--- src/rtl/asfc_pkg.sv ---
`default_nettype none

package asfc_pkg;

   // Sample format codes
   localparam logic [2:0] FMT_S8    = 3'd0;
   localparam logic [2:0] FMT_U8    = 3'd1;
   localparam logic [2:0] FMT_S16LE = 3'd2;
   localparam logic [2:0] FMT_S16BE = 3'd3;
   localparam logic [2:0] FMT_U16LE = 3'd4;
   localparam logic [2:0] FMT_U16BE = 3'd5;
   localparam logic [2:0] FMT_S32LE = 3'd6;
   localparam logic [2:0] FMT_S32BE = 3'd7;

   // Register indexes
   localparam logic REG_FORMAT = 1'b0;
   localparam logic REG_GAIN   = 1'b1;

   localparam int          GAIN_W     = 24;
   localparam logic [2:0]  FMT_RESET  = FMT_S16LE;
   localparam logic [23:0] GAIN_RESET = 24'd65536;

   localparam logic [2:0] BYTES_1 = 3'd1;
   localparam logic [2:0] BYTES_2 = 3'd2;
   localparam logic [2:0] BYTES_4 = 3'd4;

   localparam logic [30:0] K_8  = 31'd127;
   localparam logic [30:0] K_16 = 31'd32767;
   localparam logic [30:0] K_32 = 31'd2147483647;

   typedef struct packed {
      logic [30:0] k;
      logic [2:0]  nbytes;
      logic        is_unsigned;
      logic        big;
   } fmt_info_type;

   typedef struct packed {
      logic adv1;
      logic adv2;
   } pipe_ctl_type;

   function automatic fmt_info_type decode_format(input logic [2:0] fmt);
      fmt_info_type info;
      info = '{k: K_32, nbytes: BYTES_4, is_unsigned: 1'b0, big: 1'b1};
      case (fmt)
         FMT_S8:    info = '{k: K_8,  nbytes: BYTES_1, is_unsigned: 1'b0, big: 1'b0};
         FMT_U8:    info = '{k: K_8,  nbytes: BYTES_1, is_unsigned: 1'b1, big: 1'b0};
         FMT_S16LE: info = '{k: K_16, nbytes: BYTES_2, is_unsigned: 1'b0, big: 1'b0};
         FMT_S16BE: info = '{k: K_16, nbytes: BYTES_2, is_unsigned: 1'b0, big: 1'b1};
         FMT_U16LE: info = '{k: K_16, nbytes: BYTES_2, is_unsigned: 1'b1, big: 1'b0};
         FMT_U16BE: info = '{k: K_16, nbytes: BYTES_2, is_unsigned: 1'b1, big: 1'b1};
         FMT_S32LE: info = '{k: K_32, nbytes: BYTES_4, is_unsigned: 1'b0, big: 1'b0};
         default:   info = '{k: K_32, nbytes: BYTES_4, is_unsigned: 1'b0, big: 1'b1};
      endcase
      return info;
   endfunction

endpackage

`default_nettype wire

--- src/rtl/asfc_csr.sv ---
`default_nettype none

module asfc_csr
   import asfc_pkg::*;
(
   input  wire logic              clock,
   input  wire logic              reset,
   input  wire logic              psel,
   input  wire logic              penable,
   input  wire logic              pwrite,
   input  wire logic [2:0]        paddr,
   input  wire logic [31:0]       pwdata,
   output logic      [31:0]       prdata,
   output logic                   pready,
   output logic      [2:0]        fmt,
   output logic      [GAIN_W-1:0] gain
);

   logic [2:0]        fmt_ff, fmt_in;
   logic [GAIN_W-1:0] gain_ff, gain_in;
   logic              wr_en;
   logic              reg_idx;

   assign wr_en   = psel & penable & pwrite;
   assign reg_idx = paddr[2];

   always_comb begin
      fmt_in  = fmt_ff;
      gain_in = gain_ff;
      if (wr_en) begin
         case (reg_idx)
            REG_FORMAT: fmt_in  = pwdata[2:0];
            REG_GAIN:   gain_in = pwdata[GAIN_W-1:0];
            default:    fmt_in  = fmt_ff;
         endcase
      end
   end

   always_ff @(posedge clock) begin
      if (reset) begin
         fmt_ff  <= FMT_RESET;
         gain_ff <= GAIN_RESET;
      end else begin
         fmt_ff  <= fmt_in;
         gain_ff <= gain_in;
      end
   end

   always_comb begin
      case (reg_idx)
         REG_FORMAT: prdata = {29'd0, fmt_ff};
         REG_GAIN:   prdata = {{(32-GAIN_W){1'b0}}, gain_ff};
         default:    prdata = 32'd0;
      endcase
   end

   assign pready = 1'b1;
   assign fmt    = fmt_ff;
   assign gain   = gain_ff;

endmodule

`default_nettype wire

--- config.mk ---
export PLATFORM = sky130hd
export DESIGN_NAME = asfc_csr
export DESIGN_NICKNAME = d
export VERILOG_FILES = /design/src/rtl/asfc_pkg.sv /design/src/rtl/asfc_csr.sv
export SDC_FILE = /design/constraint.sdc
export NUM_CORES = 1
export LEC_CHECK = 0
export BUFFER_PORTS_ARGS = -buffer_cell sky130_fd_sc_hd__buf_4
export CAP_MARGIN = 25
export CORE_MARGIN = 10
export CORE_UTILIZATION = 41
export DETAILED_ROUTE_END_ITERATION = 10
export GPL_TIMING_DRIVEN = 0
export PLACE_DENSITY = 0.86
export SYNTH_ARGS = -nofsm -noshare
export SYNTH_HDL_FRONTEND = slang
export SYNTH_SLANG_ARGS = --single-unit
--- constraint.sdc ---
create_clock -name clock -period 1 [get_ports clock]
set_input_delay 0.15 -clock clock [delete_from_list [all_inputs] [get_ports clock]]
set_output_delay 0.15 -clock clock [all_outputs]
set_load 0.005 [all_outputs]
# After elaboration in Yosys (flattened, before gate mapping)
# Cells that the tools add are included.
[op_classes]
mux = 1
bitwise_logic = 3
reduce_logical = 2
[ops]
columns = ["operator", "n"]
rows = [
  ["32-bit one-hot mux with 2 select lines", 1],
  ["2-bit AND reduction", 2],
  ["1-bit bitwise AND", 2],
  ["1-bit inverter", 1],
]
[word_totals]
ff_bits = 27
inputBits = 40
output_inout_bits = 60
elab_cells = 8

# Longest topological paths before layout
[logic_depth]
word_depth = 3
ltp_mapped = 5
depth_no_buf = 2

# Least setup slack after synthesis
# Ideal clock, no wire load.
[synth_timing]
path_kind = "input to register"
start = "in paddr[2]"
end = "reg gain_ff[0], in the netlist gain[0]"
setup_time_ps = 72
t_arrival_ps = 856
required_ps = 928
setup_slack_ps = 72
cell_stages = 5
path_buffers = 3
cell_sequence = "buf_6 and4_4 buf_12 buf_12 mux2i_1"
[synth_via]
elab_chain_cells = 1
[synth_lines]
columns = ["element", "line", "rtl"]
rows = [
  ["start, declared", "asfc_csr.sv:11", "input wire logic [2:0] paddr,"],
  ["2-bit AND reduction (no source line)", "-", ""],
  ["end signal, assigned", "asfc_csr.sv:45", "gain_ff <= gain_in;"],
  ["end, declared", "asfc_csr.sv:20", "logic [GAIN_W-1:0] gain_ff, gain_in;"],
]
# Every way passes these cells.
# A chain may end at the register's enable or synchronous reset.

# Worst setup path in the final report
[layout_timing]
start = "reg fmt_ff[2], in the netlist fmt[2]"
end = "out prdata[2]"
[layout_via]
elab_chain_cells = 1
[layout_lines]
columns = ["element", "line", "rtl"]
rows = [
  ["start, declared", "asfc_csr.sv:19", "logic [2:0] fmt_ff, fmt_in;"],
  ["start signal, assigned", "asfc_csr.sv:44", "fmt_ff <= fmt_in;"],
  ["32-bit one-hot mux with 2 select lines", "asfc_csr.sv:50", "case (reg_idx)"],
  ["end, declared", "asfc_csr.sv:13", "output logic [31:0] prdata,"],
]
# Every way passes these cells. The select of a mux whose other input is x is not followed.

==> metrics.cfg <==
[run_status]
status = finished, violations left
violations = setup timing

[critical_path]
critPathTopFamily = flip-flops
slowest_stage = dfxtp_2
critPathKind = reg -> out
critPathCaptureType = output pin
cp.depth = 2
path_max_fanout = 2
cp.arrival_ns = 1.06
endpoint = prdata[2]
r2r_setup_slack_ns = 0.09
crit_start = fmt[2]
r2r_cells = 5
rr_startpoint = gain[1]
timing.rr.end = gain[1]
slowest_delay_ns = 0.35
cp.required_ns = 0.85
path_buf_inv = 1
crit_chain = mux2_4 -> buf_6
cp-start-kind = flop

[floorplanning]
start_util_pct = 43.5
dieArea_um2 = 6430
ios = 100
die_h_um = 80.2
row_count = 21
design.core.area_um2 = 3420
die_w_um = 80.2

[drt]
wl_per_cell_um = 14.5
met2_length_um = 2260
ant_nets = 0
drt_wl_total_um = 4390
highest-signal-layer = met4
met3_length_um = 515
wl_met1_um = 1580
drt_iter0_markers = 51
via_count = 1329
dr.pass1.iters = 4
avgViaCountPerCell = 4.40
drc_errors = 0

[timing]
setup_viol = 31
slew_violations = 0
fmaxAchievable_ghz = 0.825
finClkSkew_ns = 0
hold_viol_final = 0
timing.final.crit_period_ns = 1.21
rsz0062_at_grt = true
fin_crit_sh_pct = 121
layout_setup_ws_ns = -0.212

[cts]
h-tree-depth = 1
cts_buffers = 3
clock_sinks = 27
clock_latency_ns = 0.33
root_buffer = clkbuf_4
cts.reportedPaths.clkPinSlew_ns = 0.14
clockBufferDepth = 2
cts_tree = built

[logic_synthesis]
syn_avg_cell_area_um2 = 9.64
yosysTopAreaCellShare_pct = 36.4
yosys_register_bits = 27
seq_area_frac_synth_pct = 36.4
synth_top_cell_by_area = dfxtp_1
ys_types = 14
ys_warn_count = 0
netlist_area_um2 = 1490
synthTopCellsByArea = dfxtp_1 (36%), nand2b_1 (20%), mux2i_1 (18%)
synthCells = 154

[finish]
syn2layout_area_growth_pct = 63.4
layout-drive-gt1-share_pct = 57.0
final_common_cell = buf_4
fin_nets = 297
num_antenna_cells = 0
fin_util_pct = 71.1
most-common-layout-cells = buf_4 (77), nand2b_1 (48), mux2i_1 (27), dfxtp_2 (27), buf_6 (24)
num-fill-cells = 291

[placed_design]
place_congestion = 0.720
dp_slack_ns = -0.0440
io_buffer_count = 79
dp_hpwl_um = 3340

[global_route]
grt_pass1_wl_um = 6770
grt_pass1_vias = 1446
grt_max_degree = 15
antenna_found_initial = 0
grt_overflow = 0
grt_usage_pct = 13.0

[hold_path]
hp-class = in -> reg

[pwr]
p_total_mw = 2.00
ir_drop_mv = 0.457
leakagePower_nw = 1.13
powerDensity_nw_per_um2 = 825

[job]
max_cap_viol_count = 0

## flip-flops by register name (all words and copies together), names as in the netlist
| name | flops |
|---|---|
| fmt | 3 |
| gain | 24 |
## worst min path at each step
stage,startpoint,endpoint,slack [ns],cells past startpoint
finish,pwdata[20],gain[20],0.06,3
global route,pwdata[20],gain[20],0.06,3
CTS,pwdata[22],gain[22],0.06,3
detailed placement,pwdata[1],fmt[1],0.42,3
global placement,pwdata[16],gain[16],0.41,3
floorplan,pwdata[10],gain[10],0.31,2
## cell type report
class / instances / area, um2 / share of cell area, %
buffer: 20 / 165 / 6.80
clock buffer: 4 / 26.3 / 1.08
multi-input combinational: 114 / 835 / 34.4
sequential: 27 / 574 / 23.7
tap: 46 / 57.6 / 2.37
timing repair buffer: 91 / 769 / 31.7
## cells by family (layout without fill, tap and decap cells)
family / Yosys count / after routing / synth area share [%]
buffers and inverters: 20 / 115 / 11.1
flip-flops: 27 / 27 / 36.4
multiplexers: 30 / 30 / 20.5
other: 2 / 9 / 0.506
AND/OR/NAND/NOR: 75 / 75 / 31.5
## per-stage QoR
step | instance area [um2] | cells | setup TNS, ns | hold WS [ns]
after floorplan | 1510 | 161 | 0 | 0.305
after global placement | 2160 | 286 | -0.0345 | 0.407
after detailed placement | 2160 | 286 | -0.463 | 0.421
after CTS | 2370 | 298 | -2.99 | 0.0593
after global routing | 2430 | 302 | -4.72 | 0.0640
final | 2430 | 302 | -3.05 | 0.0623
## worst register-to-register path, cell delays in order, from the launching register on
cell      delay [ns]
dfxtp_2         0.35
buf_4           0.13
buf_6           0.11
buf_4           0.12
nand2b_1        0.05
mux2i_1         0.06
## Yosys cell counts (all sizes together)
master	instances
conb	2
clkbuf	7
mux2	3
buf	13
nand2b	48
nor2	4
nand4b	1
and4	1
and2	21
dfxtp	27
mux2i	27
## where the power goes
part           internal [mW]  switching [mW]
logic                  0.260           0.146
clock network          0.156           0.318
registers               1.10          0.0182
## per-layer routing
layer,vias to the layer above,GRT usage [%]
li1,671,-
met1,604,12.8
met2,50,23.5
met3,4,6.24
met4,0,3.70
met5,-,0
## repair_timing
action / 4_1_cts / 5_1_grt
endpoints found under the hold margin: 0 / 0
endpoints found under the setup margin: 30 / 32
gates resized for setup: 51 / 11
hold buffers: 0 / 0
setup buffers: 8 / 4
(Power assumes the default switching activity.)
