File: config.mk
export PLATFORM = sky130hd
export DESIGN_NAME = asfc_lane
export DESIGN_NICKNAME = d
export VERILOG_FILES = /design/src/rtl/asfc_pkg.sv /design/src/rtl/asfc_lane.sv
export SDC_FILE = /design/constraint.sdc
export NUM_CORES = 2
export LEC_CHECK = 0
export BUFFER_PORTS_ARGS = -buffer_cell sky130_fd_sc_hd__buf_2
export CAP_MARGIN = 20
export CORE_MARGIN = 4
export CORE_UTILIZATION = 35
export DETAILED_ROUTE_END_ITERATION = 8
export PLACE_DENSITY = 0.57
export SYNTH_ARGS = -nofsm -noshare
export SYNTH_HDL_FRONTEND = slang
export SYNTH_SLANG_ARGS = --single-unit
File: constraint.sdc
create_clock -name clock -period 25.1 [get_ports clock]
set_clock_uncertainty 0.05 [all_clocks]
set_input_delay 2.51 -clock clock [delete_from_list [all_inputs] [get_ports clock]]
set_output_delay 2.51 -clock clock [all_outputs]
set_load 0.03 [all_outputs]
File: src/rtl/asfc_pkg.sv
`default_nettype none

package asfc_pkg;

   // Sample format codes
   localparam logic [2:0] FMT_S8    = 3'd0;
   localparam logic [2:0] FMT_U8    = 3'd1;
   localparam logic [2:0] FMT_S16LE = 3'd2;
   localparam logic [2:0] FMT_S16BE = 3'd3;
   localparam logic [2:0] FMT_U16LE = 3'd4;
   localparam logic [2:0] FMT_U16BE = 3'd5;
   localparam logic [2:0] FMT_S32LE = 3'd6;
   localparam logic [2:0] FMT_S32BE = 3'd7;

   // Register indexes
   localparam logic REG_FORMAT = 1'b0;
   localparam logic REG_GAIN   = 1'b1;

   localparam int          GAIN_W     = 24;
   localparam logic [2:0]  FMT_RESET  = FMT_S16LE;
   localparam logic [23:0] GAIN_RESET = 24'd65536;

   localparam logic [2:0] BYTES_1 = 3'd1;
   localparam logic [2:0] BYTES_2 = 3'd2;
   localparam logic [2:0] BYTES_4 = 3'd4;

   localparam logic [30:0] K_8  = 31'd127;
   localparam logic [30:0] K_16 = 31'd32767;
   localparam logic [30:0] K_32 = 31'd2147483647;

   typedef struct packed {
      logic [30:0] k;
      logic [2:0]  nbytes;
      logic        is_unsigned;
      logic        big;
   } fmt_info_type;

   typedef struct packed {
      logic adv1;
      logic adv2;
   } pipe_ctl_type;

   function automatic fmt_info_type decode_format(input logic [2:0] fmt);
      fmt_info_type info;
      info = '{k: K_32, nbytes: BYTES_4, is_unsigned: 1'b0, big: 1'b1};
      case (fmt)
         FMT_S8:    info = '{k: K_8,  nbytes: BYTES_1, is_unsigned: 1'b0, big: 1'b0};
         FMT_U8:    info = '{k: K_8,  nbytes: BYTES_1, is_unsigned: 1'b1, big: 1'b0};
         FMT_S16LE: info = '{k: K_16, nbytes: BYTES_2, is_unsigned: 1'b0, big: 1'b0};
         FMT_S16BE: info = '{k: K_16, nbytes: BYTES_2, is_unsigned: 1'b0, big: 1'b1};
         FMT_U16LE: info = '{k: K_16, nbytes: BYTES_2, is_unsigned: 1'b1, big: 1'b0};
         FMT_U16BE: info = '{k: K_16, nbytes: BYTES_2, is_unsigned: 1'b1, big: 1'b1};
         FMT_S32LE: info = '{k: K_32, nbytes: BYTES_4, is_unsigned: 1'b0, big: 1'b0};
         default:   info = '{k: K_32, nbytes: BYTES_4, is_unsigned: 1'b0, big: 1'b1};
      endcase
      return info;
   endfunction

endpackage

`default_nettype wire

File: src/rtl/asfc_lane.sv
`default_nettype none

module asfc_lane
   import asfc_pkg::*;
#(
   parameter int FRAC_BITS = 24
) (
   input  wire logic              clock,
   input  wire pipe_ctl_type      ctl,
   input  wire fmt_info_type      info,
   input  wire logic [GAIN_W-1:0] gain,
   input  wire logic [31:0]       sample,
   output logic      [31:0]       word
);

   localparam int OPW = FRAC_BITS + 2;
   localparam int MW  = OPW + 31;
   localparam logic [39:0]    ONE_S = 40'(1) << FRAC_BITS;
   localparam logic [OPW-1:0] ONE_O = OPW'(1) << FRAC_BITS;

   // Stage 1: magnitude times gain
   logic [31:0] mag;
   logic [55:0] prod_ff, prod_in;
   logic        neg1_ff, neg1_in;

   assign mag     = sample[31] ? (32'd0 - sample) : sample;
   assign prod_in = 56'(mag) * 56'(gain);
   assign neg1_in = sample[31];

   always_ff @(posedge clock) begin
      if (ctl.adv1) begin
         prod_ff <= prod_in;
         neg1_ff <= neg1_in;
      end
   end

   // Stage 2: truncate, clamp to full scale, scale to format
   logic [39:0]        scaled;
   logic [FRAC_BITS:0] mag_c;
   logic               neg_c;
   logic [OPW-1:0]     op;
   logic [MW-1:0]      full;
   logic [31:0]        q_ff, q_in;
   logic               neg2_ff, neg2_in;

   assign scaled = prod_ff[55:16];
   assign mag_c  = (scaled > ONE_S) ? ONE_S[FRAC_BITS:0] : scaled[FRAC_BITS:0];
   assign neg_c  = neg1_ff & (mag_c != '0);

   always_comb begin
      if (info.is_unsigned) begin
         op = neg_c ? (ONE_O - OPW'(mag_c)) : (ONE_O + OPW'(mag_c));
      end else begin
         op = OPW'(mag_c);
      end
   end

   assign full    = MW'(op) * MW'(info.k);
   assign q_in    = full[FRAC_BITS+31:FRAC_BITS];
   assign neg2_in = neg_c & ~info.is_unsigned;

   always_ff @(posedge clock) begin
      if (ctl.adv2) begin
         q_ff    <= q_in;
         neg2_ff <= neg2_in;
      end
   end

   // Stage 3 logic: sign, width mask, byte order
   logic [31:0] v;

   assign v = neg2_ff ? (32'd0 - q_ff) : q_ff;

   always_comb begin
      case (info.nbytes)
         BYTES_1: word = {24'd0, v[7:0]};
         BYTES_2: word = info.big ? {16'd0, v[7:0], v[15:8]} : {16'd0, v[15:0]};
         default: word = info.big ? {v[7:0], v[15:8], v[23:16], v[31:24]} : v;
      endcase
   end

endmodule

`default_nettype wire

=== Yosys cells after proc, flatten, opt, wreduce, memory -nomap -nowiden ===
Index checks and enable logic that the tools add are counted.

* Add/subtract/negate cells: 4
* $mul: 2
* Div/mod/pow operators: 0
* Order comparisons: 1
* Equality and inequality tests: 2
* Shift-type cells: 0
* Muxes and demuxes: 8
* Bitwise operators: 3
* Reductions and logical operators: 1

{| class="wikitable"
|+ Operators with widths
! kind !! count
|-
| two-way mux 32 bit || 3
|-
| case mux 32 bit (2 select lines) || 1
|-
| subtractor 1 x 32 -> 32 bit (first input constant) || 2
|-
| multiplier 26 x 31 -> 56 bit || 1
|-
| multiplier 32 x 24 -> 56 bit || 1
|-
| two-way mux 26 bit || 2
|-
| > comparator 40 x 25 -> 1 bit (second input constant) || 1
|-
| adder 25 x 25 -> 26 bit (first input constant) || 1
|-
| subtractor 25 x 25 -> 26 bit (first input constant) || 1
|-
| two-way mux 25 bit || 1
|-
| nonzero test 25 bit || 1
|-
| two-way mux 16 bit || 1
|-
| equality test 3 x 1 -> 1 bit (second input constant) || 1
|-
| equality test 3 x 2 -> 1 bit (second input constant) || 1
|-
| bitwise AND 1 bit || 2
|-
| NOT 1 bit || 1
|}

* Register bits: 90
* Bits in latches: 0
* Memory bits (writable): 0
* Bits in read-only memories: 0
* Output and inout bits: 32
* Logic and storage cells: 25
* Memories: 0

=== Depth between registers and ports, before layout ===
* Depth after elaboration: 7
* Depth in mapped cells: 44
* Depth with buffers taken out: 39

=== Least setup slack after synthesis ===
OpenSTA, ideal clock, no wires.

* Path type: input port to flip-flop
* Start: in sample[4]
* End: reg prod_ff[55], data pin
* Setup time: 0.260 ns
* Arrival time: 11.480 ns
* Data required time: 24.790 ns
* Setup slack: 13.310 ns
* Stages: 32
* Path through: or4_1 -> nor2_1 -> nand2_1 -> or3_1 -> or3_1 -> or4_4 -> nand2b_4 -> and2_1 -> xor2_1 -> clkbuf_1 -> nand2_1 -> fa_1 -> inv_1 -> fa_1 -> fa_1 -> inv_1 -> fa_1 -> fa_1 -> fa_1 -> inv_1 -> fa_1 -> ha_1 -> a21oi_1 -> o22ai_1 -> o41a_1 -> o31a_1 -> or2_2 -> o21ai_0 -> o2111ai_1 -> o31a_1 -> a21oi_1 -> xnor2_1

* Word-level cells in the longest chain between the ends: 3

{| class="wikitable"
|+ Ends and longest elaborated chain
! element !! line !! text
|-
| from (decl) || asfc_lane.sv:12 || <nowiki>input wire logic [31:0] sample,</nowiki>
|-
| subtractor 1 x 32 -> 32 bit || asfc_lane.sv:26 || <nowiki>assign mag = sample[31] ? (32'd0 - sample) : sample;</nowiki>
|-
| two-way mux 32 bit (*) || asfc_lane.sv:26 ||
|-
| multiplier 32 x 24 -> 56 bit (*) || asfc_lane.sv:27 || <nowiki>assign prod_in = 56'(mag) * 56'(gain);</nowiki>
|-
| via prod_in[55] || asfc_lane.sv:23 || <nowiki>logic [55:0] prod_ff, prod_in;</nowiki>
|-
| to (signal assigned) || asfc_lane.sv:32 || <nowiki>prod_ff <= prod_in;</nowiki>
|-
| to (decl) || asfc_lane.sv:23 ||
|}

The timed path passes the listed nets; every way through them passes the cells marked *.
A chain may end at the register's enable or synchronous reset.

=== Final worst setup path ===
* Start: reg prod_ff[18]
* End: reg q_ff[23], data pin

* Word-level cells in the longest chain between the ends: 7
* Elaborated cells between the ends (all ways): 9
* Those cells by class: add/sub (2); mul (1); order compare (1); mux (3); bitwise (1); reduce/logical (1)

{| class="wikitable"
|+ Ends and longest elaborated chain
! element !! line !! text
|-
| > comparator 40 x 25 -> 1 bit || asfc_lane.sv:47 || <nowiki>assign mag_c = (scaled > ONE_S) ? ONE_S[FRAC_BITS:0] : scaled[FRAC_BITS:0];</nowiki>
|-
| two-way mux 25 bit (*) || asfc_lane.sv:47 ||
|-
| branches (longest 3 deep; another with adder 25 x 25 -> 26 bit) || n/a ||
|-
| two-way mux 26 bit (*) || asfc_lane.sv:51 || <nowiki>if (info.is_unsigned) begin</nowiki>
|-
| multiplier 26 x 31 -> 56 bit (*) || asfc_lane.sv:58 || <nowiki>assign full = MW'(op) * MW'(info.k);</nowiki>
|-
| via full[47] || asfc_lane.sv:42 || <nowiki>logic [MW-1:0] full;</nowiki>
|-
| to (signal assigned) || asfc_lane.sv:64 || <nowiki>q_ff <= q_in;</nowiki>
|-
| to (decl) || asfc_lane.sv:43 || <nowiki>logic [31:0] q_ff, q_in;</nowiki>
|}

Mark *: on every way through the listed nets, which the timed path passes.

==> qor.yml <==
synthesis:
  ys_warn_count: 0
  synth_top_cell_area_share_pct: 50.35
  yosys.area.top_type: "fa_1"
  synth_cell_types: 75
  netlist_area_sq_mm: 0.05363
  ys_seq_area_share_pct: 4.143
  synth_edf_count: 74
  yosys.area_share.adder_pct: 58.94
  async_flop_share_pct: 0
  synth_top_family_by_area: "adder cells"
  synth_commonest_cells: "inv_1 (1,405), fa_1 (1,349), nand2_1 (995)"
  synth_compound_area_share_pct: 4.866
  synthFlopType: "edfxtp_1"
  synth_mux_area_share_pct: 0.07699
  yosysMostFrequentCell: "inv_1"
  synth.avg_cell_area_sq_um: 8.958
  synth_seq_cells: 74
  syn_nets: 7799
  synthSimpleGateAreaFrac_pct: 17.41
  syn_inst: 5987
  synth_xor_area_share_pct: 2.417
  netlist_top_cells_area: "fa_1 (50%), inv_1 (9.8%), ha_1 (8.6%)"
timing:
  period_minus_slack_ps: 12520
  worst_pin_slew_ps: 1063
  finalSetupTns_ps: 0
  timing.fmax_ghz: 0.07987
  finalHoldViolCount: 0
  finalSetupViolCount: 0
  rsz0062_at_grt: "false"
  min_period_over_period_pct: 49.88
  relSlewSlack_pct: 28.99
  finalMaxSlewViolations: 0
clock_tree:
  cts_tree: "built"
  insertion_delay_ps: 360
  clock_tree.root_cell: "clkbuf_16"
  ctsResizeCount: 0
  h-tree-depth: 3
  postCtsSetupRepairBufs: 0
  clockBufferDepth: 2
  clkTransAtPathRegs_ps: 70
  clock_sinks: 74
  postCtsHoldBufs: 0
  numCtsBuffers: 9
die:
  fp.dieArea_sq_mm: 0.1596
  rows: 143
  ioPinCount: 127
  dieHeight_um: 399.5
  core-area_sq_mm: 0.1521
  fp.dieW_um: 399.5
  start_util_pct: 35.27
min_path:
  holdPathStages: 1
  hp-class: "flop to flop"
critical_path:
  path_max_fanout: 35
  critPathCaptureType: "flop"
  slowest_stage: "nor2_1"
  critPathMostFrequentCell: "fa_1"
  arrival_ps: 12580
  crit_required_ps: 25160
  path_class: "flop to flop"
  startpoint_type: "flop"
  rr_worst_depth: 37
  slowest_delay_ps: 650
routing:
  avgViaCountPerCell: 5.025
  finalWirelength_mm: 155.9
  antenna_left: 0
  first_iter_violations: 2218
  routedWlPerCell_um: 19.71
  vias: 39750
  drc: 0
  dr.pass1.iters: 5
flow_run:
  cap_violations: 0
grt:
  antenna_found_initial: 9
  grt_pass1_vias: 44083
  overflow: 0
  grt_max_degree: 42
  grt_util_all_layers_pct: 20.18
  grt_pass1_wl_mm: 250.4
finish:
  layout-drive-gt1-share_pct: 4.870
  fillCellCount: 15638
  area_delta_synth_final_pct: 6.103
  final_cells: 7910
  multi_input_area_sq_mm: 0.04540
  regArea_sq_mm: 0.002222
  fin_nets: 7680
place:
  placed_cells: 7887
  port_buffers: 126
  dp_hpwl_mm: 118.4
  gp_congestion: 0.8827
run_status:
  status: "finished, final reports clean"
==> worst paths after layout <==
check / startpoint / endpoint / slack [ps]
max: prod_ff[18] / q_ff[23] / 12580
min: neg1_ff / neg2_ff / 900
max reg2reg: prod_ff[18] / q_ff[23] / 12580
min reg2reg: neg1_ff / neg2_ff / 900
==> through the flow <==
stage	area [sq um]	utilization, %	worst slack [ps]	hold WS [ps]
after floorplan	53630	-	13310	666.3
after global placement	56580	37.20	12540	888.9
after detailed placement	56580	37.20	12450	891.9
after CTS	56890	37.41	12620	893.0
after global routing	56900	37.41	11570	936.0
final	56910	37.42	12580	898.5
==> critical path: cells and delay by family (launching register included) <==
family	cells	cell delay, ps
fa+ha+maj	9	4040
simple gates	11	3680
compound gates	9	2620
buf+inv	6	1030
flops	1	470
xor+xnor	2	350
==> registers in the layout, indices dropped and copies added, names as in the netlist <==
signal   flops
q_ff        32
prod_ff     40
neg1_ff      1
neg2_ff      1
==> cell families (layout without fill, tap and decap cells) <==
family,Yosys count,in the layout
AO/OA/AOI/OAI,391,391
other,0,7
AND/OR/NAND/NOR,1923,1923
adder cells (fa/ha/maj),1717,1717
buffers and inverters,1730,1616
XOR/XNOR,148,148
multiplexers,4,4
flip-flops,74,74
==> per-layer routing <==
layer	wire, um	global-route usage [%]
met1	62510	25.21
met3	7439	1.954
met2	80280	36.51
met5	13	0
met4	5691	6.684
==> cell type report <==
cell class | count | share of cell area [%]
clock inverter | 7 | 0.1517
clock buffer | 9 | 0.3958
multi-input combinational | 4183 | 79.77
antenna | 7 | 0.03078
tap | 2030 | 4.463
inverter | 1406 | 9.274
sequential | 74 | 3.905
timing repair buffer | 194 | 2.005
==> placed cells by master, fill, tap and decap left out, types with 36 or more instances in the layout <==
cell type  netlist  layout
o21ai_0         75      75
edfxtp_1        74      74
and3_1          36      36
nand2_1        995     995
a21oi_1         90      88
fa_1          1349    1349
nor2_1          98      86
and2_1         641     641
xor2_1          54      52
ha_1           368     368
buf_2           13     126
buf_4            2      68
a21o_1          52      52
xnor2_1         94      65
inv_1         1405    1405
Power is not shown: default switching activity piles up to over one toggle a cycle in this logic, so the estimate is an artifact.
